--- src/hdl/asn_pkg.sv ---
`default_nettype none
package asn_pkg;

  localparam int MAX_LEN = 32;
  localparam int CNT_W   = $clog2(MAX_LEN + 1);
  localparam int IDX_W   = $clog2(MAX_LEN);
  localparam int SEED_W  = 32;
  localparam int STEP_W  = $clog2(SEED_W);

  localparam logic [CNT_W-1:0]  CNT_MAX = CNT_W'(MAX_LEN);
  localparam logic [SEED_W-1:0] LCG_MUL = 32'd1664525;
  localparam logic [SEED_W-1:0] LCG_ADD = 32'd1013904223;

  localparam logic [7:0] CH_DIG_LO = 8'h30;
  localparam logic [7:0] CH_DIG_HI = 8'h39;
  localparam logic [7:0] CH_UPP_LO = 8'h41;
  localparam logic [7:0] CH_UPP_HI = 8'h5A;
  localparam logic [7:0] CH_LOW_LO = 8'h61;
  localparam logic [7:0] CH_LOW_HI = 8'h7A;

  function automatic logic is_alnum(input logic [7:0] c);
    logic r;
    r = ((c >= CH_DIG_LO) && (c <= CH_DIG_HI)) ||
        ((c >= CH_UPP_LO) && (c <= CH_UPP_HI)) ||
        ((c >= CH_LOW_LO) && (c <= CH_LOW_HI));
    return r;
  endfunction

endpackage
`default_nettype wire

--- src/hdl/alnum_position_shuffler.sv ---
`default_nettype none
// operation: after the last byte transfer the alphanumerics are shuffled, one step per
//   alphanumeric from the highest index down; each step advances the generator, starts
//   the bit-serial modulo unit and waits on it, reads entries i and j and writes both
//   back swapped; emission of the string follows the last step
// throughput: one input byte per cycle while collecting; a new string is taken only once the previous one is emitted
// reset: synchronous active-high rst clears counts, flags, seed and sequencer;
//   the byte stores are not cleared and hold nothing until written
module alnum_position_shuffler (
  input  wire logic                       clk,
  input  wire logic                       rst,
  input  wire logic                       in_valid,
  output logic                            in_ready,
  input  wire logic [7:0]                 ch,
  input  wire logic                       last,
  output logic                            out_valid,
  input  wire logic                       out_ready,
  output logic [7:0]                      ch_out,
  output logic                            last_out,
  output logic                            overflow,
  input  wire logic                       cfg_valid,
  output logic                            cfg_ready,
  input  wire logic [asn_pkg::SEED_W-1:0] cfg_data
);
  import asn_pkg::*;

  // sequencer states
  localparam logic [3:0] ST_IDLE = 4'd0;  // collecting bytes
  localparam logic [3:0] ST_MUL  = 4'd1;  // advance the generator
  localparam logic [3:0] ST_DST  = 4'd2;  // kick off the modulo
  localparam logic [3:0] ST_DIV  = 4'd3;  // wait for the modulo
  localparam logic [3:0] ST_RD   = 4'd4;  // read entries i and j
  localparam logic [3:0] ST_WI   = 4'd5;  // write entry i
  localparam logic [3:0] ST_WJ   = 4'd6;  // write entry j, step i down
  localparam logic [3:0] ST_ERD  = 4'd7;  // read next emitted position
  localparam logic [3:0] ST_ELD  = 4'd8;  // load the output register

  logic [3:0]        state;
  logic [SEED_W-1:0] seed;
  logic [SEED_W-1:0] seed_next;
  logic [CNT_W-1:0]  byte_count;
  logic [CNT_W-1:0]  alnum_count;
  logic [CNT_W-1:0]  alnum_count_next;
  logic              dropped;
  logic [IDX_W-1:0]  idx_i;
  logic [IDX_W-1:0]  idx_j;
  logic [CNT_W-1:0]  emit_k;
  logic [CNT_W-1:0]  emit_a;

  // byte stores, registered reads
  logic [7:0] byte_store  [MAX_LEN];
  logic [7:0] alnum_store [MAX_LEN];
  logic [7:0] byte_rd;
  logic [7:0] alnum_rd_a;
  logic [7:0] alnum_rd_b;

  logic             in_fire;
  logic             cfg_fire;
  logic             room;
  logic             ch_alnum;
  logic             rd_en;
  logic             as_we;
  logic [IDX_W-1:0] as_waddr;
  logic [7:0]       as_wdata;
  logic [IDX_W-1:0] as_raddr_a;
  logic             emit_go;
  logic             emit_alnum;

  logic             div_start;
  logic             div_done;
  logic [CNT_W-1:0] div_rem;

  assign in_ready  = (state == ST_IDLE);
  assign cfg_ready = 1'b1;
  assign in_fire   = in_valid & in_ready;
  assign cfg_fire  = cfg_valid & cfg_ready;
  assign room      = (byte_count < CNT_MAX);
  assign ch_alnum  = is_alnum(ch);

  // one lcg step: multiply registered before the modulo picks it up
  assign seed_next = seed * LCG_MUL + LCG_ADD;

  assign alnum_count_next = (room && ch_alnum) ? alnum_count + CNT_W'(1) : alnum_count;

  // shared modulo unit: seed mod (i+1)
  assign div_start = (state == ST_DST);

  asn_div u_div (
    .clk      (clk),
    .rst      (rst),
    .start    (div_start),
    .dividend (seed),
    .divisor  (CNT_W'(idx_i) + CNT_W'(1)),
    .done     (div_done),
    .rem      (div_rem)
  );

  // alnum store port muxing: collect writes, swap writes, swap and emit reads
  always_comb begin
    as_we      = 1'b0;
    as_waddr   = alnum_count[IDX_W-1:0];
    as_wdata   = ch;
    as_raddr_a = idx_i;
    rd_en      = 1'b0;
    case (state)
      ST_IDLE: begin
        as_we = in_fire & room & ch_alnum;
      end
      ST_RD: begin
        rd_en = 1'b1;
      end
      ST_WI: begin
        as_we    = 1'b1;
        as_waddr = idx_i;
        as_wdata = alnum_rd_b;
      end
      ST_WJ: begin
        as_we    = 1'b1;
        as_waddr = idx_j;
        as_wdata = alnum_rd_a;
      end
      ST_ERD: begin
        rd_en      = 1'b1;
        as_raddr_a = emit_a[IDX_W-1:0];
      end
      default: begin
        as_we = 1'b0;
      end
    endcase
  end

  always_ff @(posedge clk) begin
    if (in_fire && room) begin
      byte_store[byte_count[IDX_W-1:0]] <= ch;
    end
    if (as_we) begin
      alnum_store[as_waddr] <= as_wdata;
    end
    if (rd_en) begin
      byte_rd    <= byte_store[emit_k[IDX_W-1:0]];
      alnum_rd_a <= alnum_store[as_raddr_a];
      alnum_rd_b <= alnum_store[idx_j];
    end
  end

  // output register takes a byte when empty or being drained
  assign emit_go    = (state == ST_ELD) && (!out_valid || out_ready);
  assign emit_alnum = is_alnum(byte_rd);

  always_ff @(posedge clk) begin
    if (rst) begin
      state       <= ST_IDLE;
      seed        <= '0;
      byte_count  <= '0;
      alnum_count <= '0;
      dropped     <= 1'b0;
      out_valid   <= 1'b0;
      idx_i       <= '0;
      idx_j       <= '0;
      emit_k      <= '0;
      emit_a      <= '0;
    end else begin
      if (emit_go) begin
        out_valid <= 1'b1;
      end else if (out_ready) begin
        out_valid <= 1'b0;
      end

      if (cfg_fire) begin
        seed <= cfg_data;
      end else if (state == ST_MUL) begin
        seed <= seed_next;
      end

      case (state)
        ST_IDLE: begin
          if (in_fire) begin
            if (room) begin
              byte_count  <= byte_count + CNT_W'(1);
              alnum_count <= alnum_count_next;
            end else begin
              dropped <= 1'b1;
            end
            if (last) begin
              emit_k <= '0;
              emit_a <= '0;
              idx_i  <= IDX_W'(alnum_count_next - CNT_W'(1));
              // no alphanumerics: nothing to shuffle
              state  <= (alnum_count_next == '0) ? ST_ERD : ST_MUL;
            end
          end
        end
        ST_MUL: begin
          state <= ST_DST;
        end
        ST_DST: begin
          state <= ST_DIV;
        end
        ST_DIV: begin
          if (div_done) begin
            idx_j <= div_rem[IDX_W-1:0];
            state <= ST_RD;
          end
        end
        ST_RD: begin
          state <= ST_WI;
        end
        ST_WI: begin
          state <= ST_WJ;
        end
        ST_WJ: begin
          // step for index zero still runs, then emission starts
          if (idx_i == '0) begin
            state <= ST_ERD;
          end else begin
            idx_i <= idx_i - IDX_W'(1);
            state <= ST_MUL;
          end
        end
        ST_ERD: begin
          state <= ST_ELD;
        end
        ST_ELD: begin
          if (emit_go) begin
            emit_k <= emit_k + CNT_W'(1);
            if (emit_alnum) begin
              emit_a <= emit_a + CNT_W'(1);
            end
            if ((emit_k + CNT_W'(1)) == byte_count) begin
              byte_count  <= '0;
              alnum_count <= '0;
              dropped     <= 1'b0;
              state       <= ST_IDLE;
            end else begin
              state <= ST_ERD;
            end
          end
        end
        default: begin
          state <= ST_IDLE;
        end
      endcase
    end
  end

  // output payload
  always_ff @(posedge clk) begin
    if (emit_go) begin
      ch_out   <= emit_alnum ? alnum_rd_a : byte_rd;
      last_out <= ((emit_k + CNT_W'(1)) == byte_count);
      overflow <= dropped;
    end
  end

`ifndef SYNTH
  a_count_order: assert property (@(posedge clk) disable iff (rst)
    alnum_count <= byte_count)
    else $error("alnum count exceeds byte count");
  a_count_cap: assert property (@(posedge clk) disable iff (rst)
    byte_count <= CNT_MAX)
    else $error("byte count beyond capacity");
  a_swap_range: assert property (@(posedge clk) disable iff (rst)
    (state == ST_RD) |-> (idx_j <= idx_i))
    else $error("swap partner above current index");
  a_emit_alnum: assert property (@(posedge clk) disable iff (rst)
    (emit_go && emit_alnum) |-> (emit_a < alnum_count))
    else $error("emission ran past the shuffled set");
`endif
endmodule
`default_nettype wire

--- src/hdl/asn_div.sv ---
`default_nettype none
module asn_div (
  input  wire logic                      clk,
  input  wire logic                      rst,
  input  wire logic                      start,
  input  wire logic [asn_pkg::SEED_W-1:0] dividend,
  input  wire logic [asn_pkg::CNT_W-1:0]  divisor,
  output logic                           done,
  output logic [asn_pkg::CNT_W-1:0]       rem
);
  import asn_pkg::*;

  // restoring remainder, one dividend bit per cycle
  logic              busy;
  logic [STEP_W-1:0] cnt;
  logic [SEED_W-1:0] dvd;
  logic [CNT_W-1:0]  dvs;
  logic [CNT_W:0]    trial;
  logic [CNT_W-1:0]  rem_next;

  assign trial = {rem, dvd[SEED_W-1]};

  always_comb begin
    if (trial >= {1'b0, dvs}) begin
      rem_next = CNT_W'(trial - {1'b0, dvs});
    end else begin
      rem_next = trial[CNT_W-1:0];
    end
  end

  always_ff @(posedge clk) begin
    if (rst) begin
      busy <= 1'b0;
      done <= 1'b0;
      cnt  <= '0;
    end else begin
      done <= 1'b0;
      if (start) begin
        busy <= 1'b1;
        cnt  <= '0;
      end else if (busy) begin
        cnt <= cnt + STEP_W'(1);
        if (cnt == STEP_W'(SEED_W - 1)) begin
          busy <= 1'b0;
          done <= 1'b1;
        end
      end
    end
  end

  always_ff @(posedge clk) begin
    if (start) begin
      dvd <= dividend;
      dvs <= divisor;
      rem <= '0;
    end else if (busy) begin
      dvd <= dvd << 1;
      rem <= rem_next;
    end
  end

`ifndef SYNTH
  a_start_busy: assert property (@(posedge clk) disable iff (rst) start |=> busy)
    else $error("divider not busy after start");
  a_done_idle: assert property (@(posedge clk) disable iff (rst) done |-> !busy)
    else $error("divider done while busy");
  a_rem_range: assert property (@(posedge clk) disable iff (rst) done |-> (rem < dvs))
    else $error("remainder not below divisor");
`endif
endmodule
`default_nettype wire
--- config.mk ---
export PLATFORM = sky130hd
export DESIGN_NAME = alnum_position_shuffler
export DESIGN_NICKNAME = d
export VERILOG_FILES = /design/src/hdl/asn_pkg.sv /design/src/hdl/alnum_position_shuffler.sv /design/src/hdl/asn_div.sv
export SDC_FILE = /design/constraint.sdc
export NUM_CORES = 1
export LEC_CHECK = 0
export CAP_MARGIN = 15
export CORE_ASPECT_RATIO = 1.1
export CORE_MARGIN = 2
export CORE_UTILIZATION = 45
export CTS_CLUSTER_SIZE = 8
export DETAILED_ROUTE_END_ITERATION = 10
export DONT_BUFFER_PORTS = 1
export PLACE_DENSITY = 0.6
export REMOVE_ABC_BUFFERS = 1
export SLEW_MARGIN = 10
export SYNTH_ARGS = -nofsm -noshare
export SYNTH_HDL_FRONTEND = slang
export SYNTH_SLANG_ARGS = --single-unit
--- constraint.sdc ---
create_clock -name clk -period 8 [get_ports clk]
set_input_delay 1.6 -clock clk [delete_from_list [all_inputs] [get_ports clk]]
set_output_delay 1.6 -clock clk [all_outputs]
set_load 0.01 [all_outputs]
==> results.py, run 1 <==
metrics = {
    "worst_setup_path": {
        "crit_fanout": 11,
        "r2r_slack_ps": 1040,
        "reg2reg_to": "seed[29]",
        "cp.required_ps": 8510,
        "slowest_stage": "a2111oi_0",
        "worstSetupPathType": "reg2reg",
        "rr_worst_depth": 23,
        "timing.rr.start": "seed[1]",
        "startpoint_type": "flop",
        "crit_path_max_incr_delay_ps": 620,
        "crit_chain": "inv_1, ha_1, xnor2_1, ha_1, a21o_1, fa_1, fa_1, inv_1, fa_1, inv_1, fa_1, inv_1, fa_1, inv_1, ha_1, a21o_1, a21oi_1, o21bai_1, a2111oi_0, a311oi_2, a31oi_1, xor2_1, o21ai_0",
        "worstPathArrival_ps": 7470,
        "endpoint_kind": "flop",
    },
    "finish": {
        "fin_cells": 3681,
        "final_nets": 2951,
        "diodes": 0,
        "syn_to_final_growth_pct": 10.20,
        "fin_util_pct": 50.01,
        "drive_above_1_share_pct": 15.91,
        "fin_area_um2": 40110,
    },
    "sta": {
        "tns_ps": 0,
        "fin_crit_sh_pct": 87.02,
        "slew_headroom_pct": 23.08,
        "fin_skew_ps": 35.16,
        "min_period_ps": 6962,
        "rsz0062_at_grt": "false",
        "fmax_mhz": 143.6,
        "hold_viol_final": 0,
        "maxSlewViolCount": 0,
        "worst_pin_slew_ps": 1154,
        "setup_viol_count_final": 0,
    },
    "global_route": {
        "grt_pass1_vias": 22490,
        "grt_usage_pct": 22.53,
        "antenna_found_initial": 1,
        "grt_max_degree": 68,
        "grt_overflow": 0,
        "grt_pass1_wl_um": 139000,
    },
    "cts": {
        "cts_sinks": 668,
        "cts_buffers": 94,
        "cts_root_buf": "clkbuf_16",
        "cts_buffer_depth": 3,
        "htree_levels": 3,
        "path_clk_slew_ps": 60,
        "hold_buffers": 0,
        "cts_resized": 0,
        "cts_tree": "built",
        "cts_setup_buffers": 0,
        "clkLatencyLatePin_ps": 640,
    },
    "die": {
        "die_h_um": 302.3,
        "die-area_um2": 83170,
        "die-width_um": 275.2,
        "num_io_pins": 59,
        "start_util_pct": 45.38,
        "rows": 109,
        "core-area_um2": 80190,
    },
    "min_path": {
        "worst_hold_path_type": "reg2reg",
        "hold_path_depth": 0,
        "hold_end": "overflow",
        "holdCritStartpoint": "dropped",
    },
    "synthesis": {
        "ys_types": 83,
        "yosys_most_used_dff": "edfxtp_1",
        "syn-cell-area_um2": 36390,
        "synth-seq-cells": 668,
        "synth_edf_count": 584,
        "ys_warn_count": 0,
        "ys_seq_area_share_pct": 52.81,
        "yosysTopAreaCellShare_pct": 48.19,
        "syn_inst": 2579,
        "synthArstFlopShare_pct": 0,
        "synth_area_leaders": "edfxtp_1 48%, mux4_2 14%, fa_1 7.6%",
        "yosys.area.top_type": "edfxtp_1",
        "syn_area_per_cell_um2": 14.11,
    },
    "detailed_routing": {
        "drc": 0,
        "routed_wl_um": 91560,
        "routed_via_density": 5.784,
        "final_antenna_net_count": 0,
        "wl_per_cell_um": 24.87,
        "dr.first_iter.drc_count": 1700,
        "vias": 21290,
        "first_pass_iters": 6,
    },
    "placed_design": {
        "port_buffers": 0,
        "globalplace.congestion": 0.9217,
        "dp_cells": 3543,
        "hpwl_um": 62930,
        "place_area_um2": 37410,
    },
    "flow_run": {
        "drv_cap": 0,
    },
    "status": {
        "run_status": "finished clean",
    },
}
area by class of cell:
cell class	count	area [um2]
clock buffer	128	2554
tap	1054	1319
timing repair buffer	25	217.7
clock inverter	6	80.08
multi-input combinational	1495	15560
sequential	668	19230
fill	6762	40090
inverter	305	1145
flip-flops by register name (all words and copies together), names as in the netlist, 4 cells and up:
signal,count
alnum_count,6
seed,32
emit_k,6
alnum_store,256
idx_j,5
byte_count,6
u_div.cnt,5
byte_rd,8
u_div.rem,6
alnum_rd_b,8
emit_a,5
ch_out,8
byte_store,256
idx_i,5
u_div.dvs,6
alnum_rd_a,8
state,4
u_div.dvd,32
synth_stat cells, drive strengths merged, types with 3 or more instances:
cell / number
nor4: 9
nor3b: 4
a21o: 15
ha: 178
inv: 304
buf: 44
and2: 5
mux2i: 22
nand3b: 9
fa: 138
nor2b: 6
xor2: 30
nor3: 14
clkbuf: 67
o211a: 3
or2: 9
mux2: 25
dfxtp: 84
nand2: 236
mux4: 224
and3: 12
edfxtp: 584
o21ai: 81
a221oi: 6
o21bai: 7
a22oi: 17
a21oi: 72
a211oi: 11
or3: 7
and4: 5
nand2b: 10
a211o: 6
nand4: 11
a31oi: 17
nand3: 42
nor2: 168
a311oi: 5
o211ai: 13
xnor2: 46
worst max-delay path: cells and delay by family, from the launching register on:
kind	cells	cell delay, ps
compound gates	8	1830
flops	1	610
fa+ha+maj	8	3620
xor+xnor	2	330
buf+inv	5	450
cell families (layout without fill, tap and decap cells):
family / Yosys count / after routing / synth area share (%)
adders and majority gates: 316 / 316 / 13.71
muxes: 271 / 271 / 15.30
xor gates and xnor gates: 77 / 77 / 1.891
and+or+nand+nor: 555 / 555 / 6.927
buffers and inverters: 416 / 464 / 4.566
AOI/OAI and AO/OA: 275 / 275 / 4.793
DFF: 668 / 668 / 52.81
other: 1 / 1 / 0.01030
layer usage:
| layer | vias up | global-route usage, % | routed length (um) |
|---|---|---|---|
| li1 | 9454 | - | - |
| met1 | 10990 | 29.18 | 36970 |
| met2 | 694 | 38.86 | 46730 |
| met3 | 150 | 3.922 | 5596 |
| met4 | 0 | 6.731 | 2262 |
| met5 | - | 0 | 0 |
metrics by stage:
stage          setup WS, ps  hold WS [ps]
2_1_floorplan         151.3         408.2
3_3_place_gp           1341         417.0
3_5_place_dp           1103         430.2
4_1_cts                1092         442.8
5_1_grt               549.0         458.7
6_report               1038         448.0
worst max path at each step:
| stage | from | to | slack, ps | depth (start not counted) |
|---|---|---|---|---|
| 6_report | seed[1] | seed[29] | 1040 | 23 |
| 5_1_grt | seed[1] | seed[29] | 550 | 23 |
| 4_1_cts | seed[1] | seed[29] | 1090 | 23 |
| 3_5_place_dp | seed[1] | seed[29] | 1100 | 23 |
| 3_3_place_gp | seed[1] | seed[29] | 1340 | 23 |
| 2_1_floorplan | state[3] | alnum_rd_a[7] | 150 | 8 |
cell usage in the layout (no fill, tap or decap), types with 7 or more instances in the layout:
| cell | count |
|---|---|
| mux2i_1 | 17 |
| edfxtp_1 | 584 |
| a21o_1 | 15 |
| nand3b_1 | 9 |
| clkbuf_1 | 30 |
| or2_2 | 9 |
| and3_1 | 12 |
| nand2_1 | 234 |
| xnor2_1 | 46 |
| a22oi_1 | 17 |
| fa_1 | 138 |
| clkbuf_16 | 97 |
| mux2_2 | 24 |
| inv_1 | 304 |
| ha_1 | 178 |
| mux4_2 | 224 |
| o21bai_1 | 7 |
| nor2_1 | 167 |
| buf_4 | 21 |
| o211ai_1 | 12 |
| o21ai_0 | 71 |
| nor4_1 | 8 |
| a211oi_1 | 11 |
| nand4_1 | 11 |
| dfxtp_1 | 80 |
| o21ai_1 | 10 |
| nand3_1 | 39 |
| nand2b_1 | 10 |
| nor3_1 | 11 |
| a31oi_1 | 17 |
| a21oi_1 | 71 |
| xor2_1 | 30 |
Power of run 1 is left out: the tool's default activity adds up to more than one toggle a clock period on the data nets, which glitch-free logic cannot reach.
==> inputs of run 2 (changes only) <==
Settings changed: CAP_MARGIN 15 to 20, CTS_CLUSTER_DIAMETER set to 150.
Clock period 8 ns to 8.3 ns, I/O delays scaled along.
==> results.py, run 2 (synthesis gave the netlist of run 1 again) <==
metrics = {
    "sta": {
        "fin_crit_sh_pct": 84.15,
        "slew_headroom_pct": 24.80,
        "min_period_ps": 6985,
        "maxSlewViolCount": 0,
        "fin_skew_ps": 41.97,
        "setup_viol_count_final": 0,
        "tns_ps": 0,
        "rsz0062_at_grt": "false",
        "hold_viol_final": 0,
        "fmax_mhz": 143.2,
        "worst_pin_slew_ps": 1126,
    },
    "die": {
        "num_io_pins": 59,
        "die-width_um": 275.2,
        "die_h_um": 302.3,
        "rows": 109,
        "die-area_um2": 83170,
        "core-area_um2": 80190,
        "start_util_pct": 45.38,
    },
    "finish": {
        "drive_above_1_share_pct": 15.80,
        "seqCellArea_um2": 19230,
        "final_nets": 2952,
        "final_common_cell": "edfxtp_1",
        "final_cell_mix": "584 x edfxtp_1, 304 x inv_1, 234 x nand2_1",
        "fillerInstances": 6735,
        "diodes": 0,
        "fin_cells": 3687,
        "multi_input_area_um2": 15560,
        "fin_util_pct": 49.99,
        "syn_to_final_growth_pct": 10.14,
    },
    "detailed_routing": {
        "first_pass_iters": 5,
        "wl_per_cell_um": 25.01,
        "final_antenna_net_count": 0,
        "drc": 0,
        "routed_wl_um": 92220,
        "vias": 21430,
        "dr.first_iter.drc_count": 1710,
        "routed_via_density": 5.811,
    },
    "cts": {
        "hold_buffers": 0,
        "path_clk_slew_ps": 60,
        "cts_setup_buffers": 0,
        "cts_resized": 0,
        "cts_sinks": 668,
        "cts_tree": "built",
        "cts_root_buf": "clkbuf_16",
        "cts_buffers": 93,
        "cts_buffer_depth": 3,
        "htree_levels": 3,
        "clkLatencyLatePin_ps": 660,
    },
    "global_route": {
        "grt_usage_pct": 22.58,
        "antenna_found_initial": 0,
        "grt_pass1_wl_um": 138500,
        "grt_max_degree": 68,
        "grt_pass1_vias": 22200,
        "grt_overflow": 0,
    },
    "placed_design": {
        "port_buffers": 0,
        "dp_cells": 3543,
        "hpwl_um": 62880,
        "globalplace.congestion": 0.9206,
    },
    "worst_setup_path": {
        "slowest_stage": "a2111oi_0",
        "crit_path_max_incr_delay_ps": 650,
        "crit_fanout": 11,
        "startpoint_type": "flop",
        "path_buf_inv": 5,
        "worstPathArrival_ps": 7510,
        "worstSetupPathType": "reg2reg",
        "crit_chain": "inv_1, ha_1, xnor2_1, ha_1, a21o_1, fa_1, fa_1, inv_1, fa_1, inv_1, fa_1, inv_1, fa_1, inv_1, ha_1, a21o_1, a21oi_1, o21bai_1, a2111oi_0, a311oi_2, a31oi_1, xor2_1, o21ai_0",
        "critical_path.top_delay_family": "adder cells",
        "endpoint_kind": "flop",
        "cp.required_ps": 8830,
    },
    "min_path": {
        "worst_hold_path_type": "reg2reg",
    },
    "status": {
        "run_status": "finished clean",
    },
    "flow_run": {
        "drv_cap": 0,
    },
}
-- run 2: cell types whose count changed in the layout (fill, tap and decap cells not counted) --
cell,before,now
inv_16,0,1
buf_16,0,1
clkbuf_16,97,95
clkbuf_1,30,37
clkinv_1,2,3
clkbuf_8,1,0
bufinv_16,1,0
clkinv_2,1,0
buf_8,4,5
inv_6,1,3
clkinv_8,2,0
-- run 2: final cells by class --
class,count,area share [%]
inverters,305,2.856
clock buffers,132,6.277
clock inverters,6,0.1342
flip-flops and latches,668,47.97
repair buffers,27,0.6493
multi-input cells,1495,38.82
well taps,1054,3.290
-- run 2: per-layer routing --
metal  vias to the layer above  routed length (um)  GRT usage (%)
met2                       691               47140          38.93
li1                       9454                   -              -
met4                         0                2221          6.589
met3                       154                6067          3.874
met5                         -                   0              0
met1                     11130               36790          29.38
-- run 2: worst paths after layout --
path         startpoint  endpoint  slack (ps)  depth (start not counted)
max             seed[1]  seed[29]        1320                         23
min             dropped  overflow         430                          0
max reg2reg     seed[1]  seed[29]        1320                         23
min reg2reg     dropped  overflow         430                          0
-- run 2: metrics by stage --
step                      worst slack, ps  instance area [um2]  hold WS [ps]
final                                1315                40080         431.8
after CTS                            1412                39980         438.6
after global routing                934.4                40080         460.9
after floorplan                     451.3                35880         408.2
after detailed placement             1418                37410         433.5
after global placement               1641                37410         417.0
Power of run 2 is left out for the same reason.
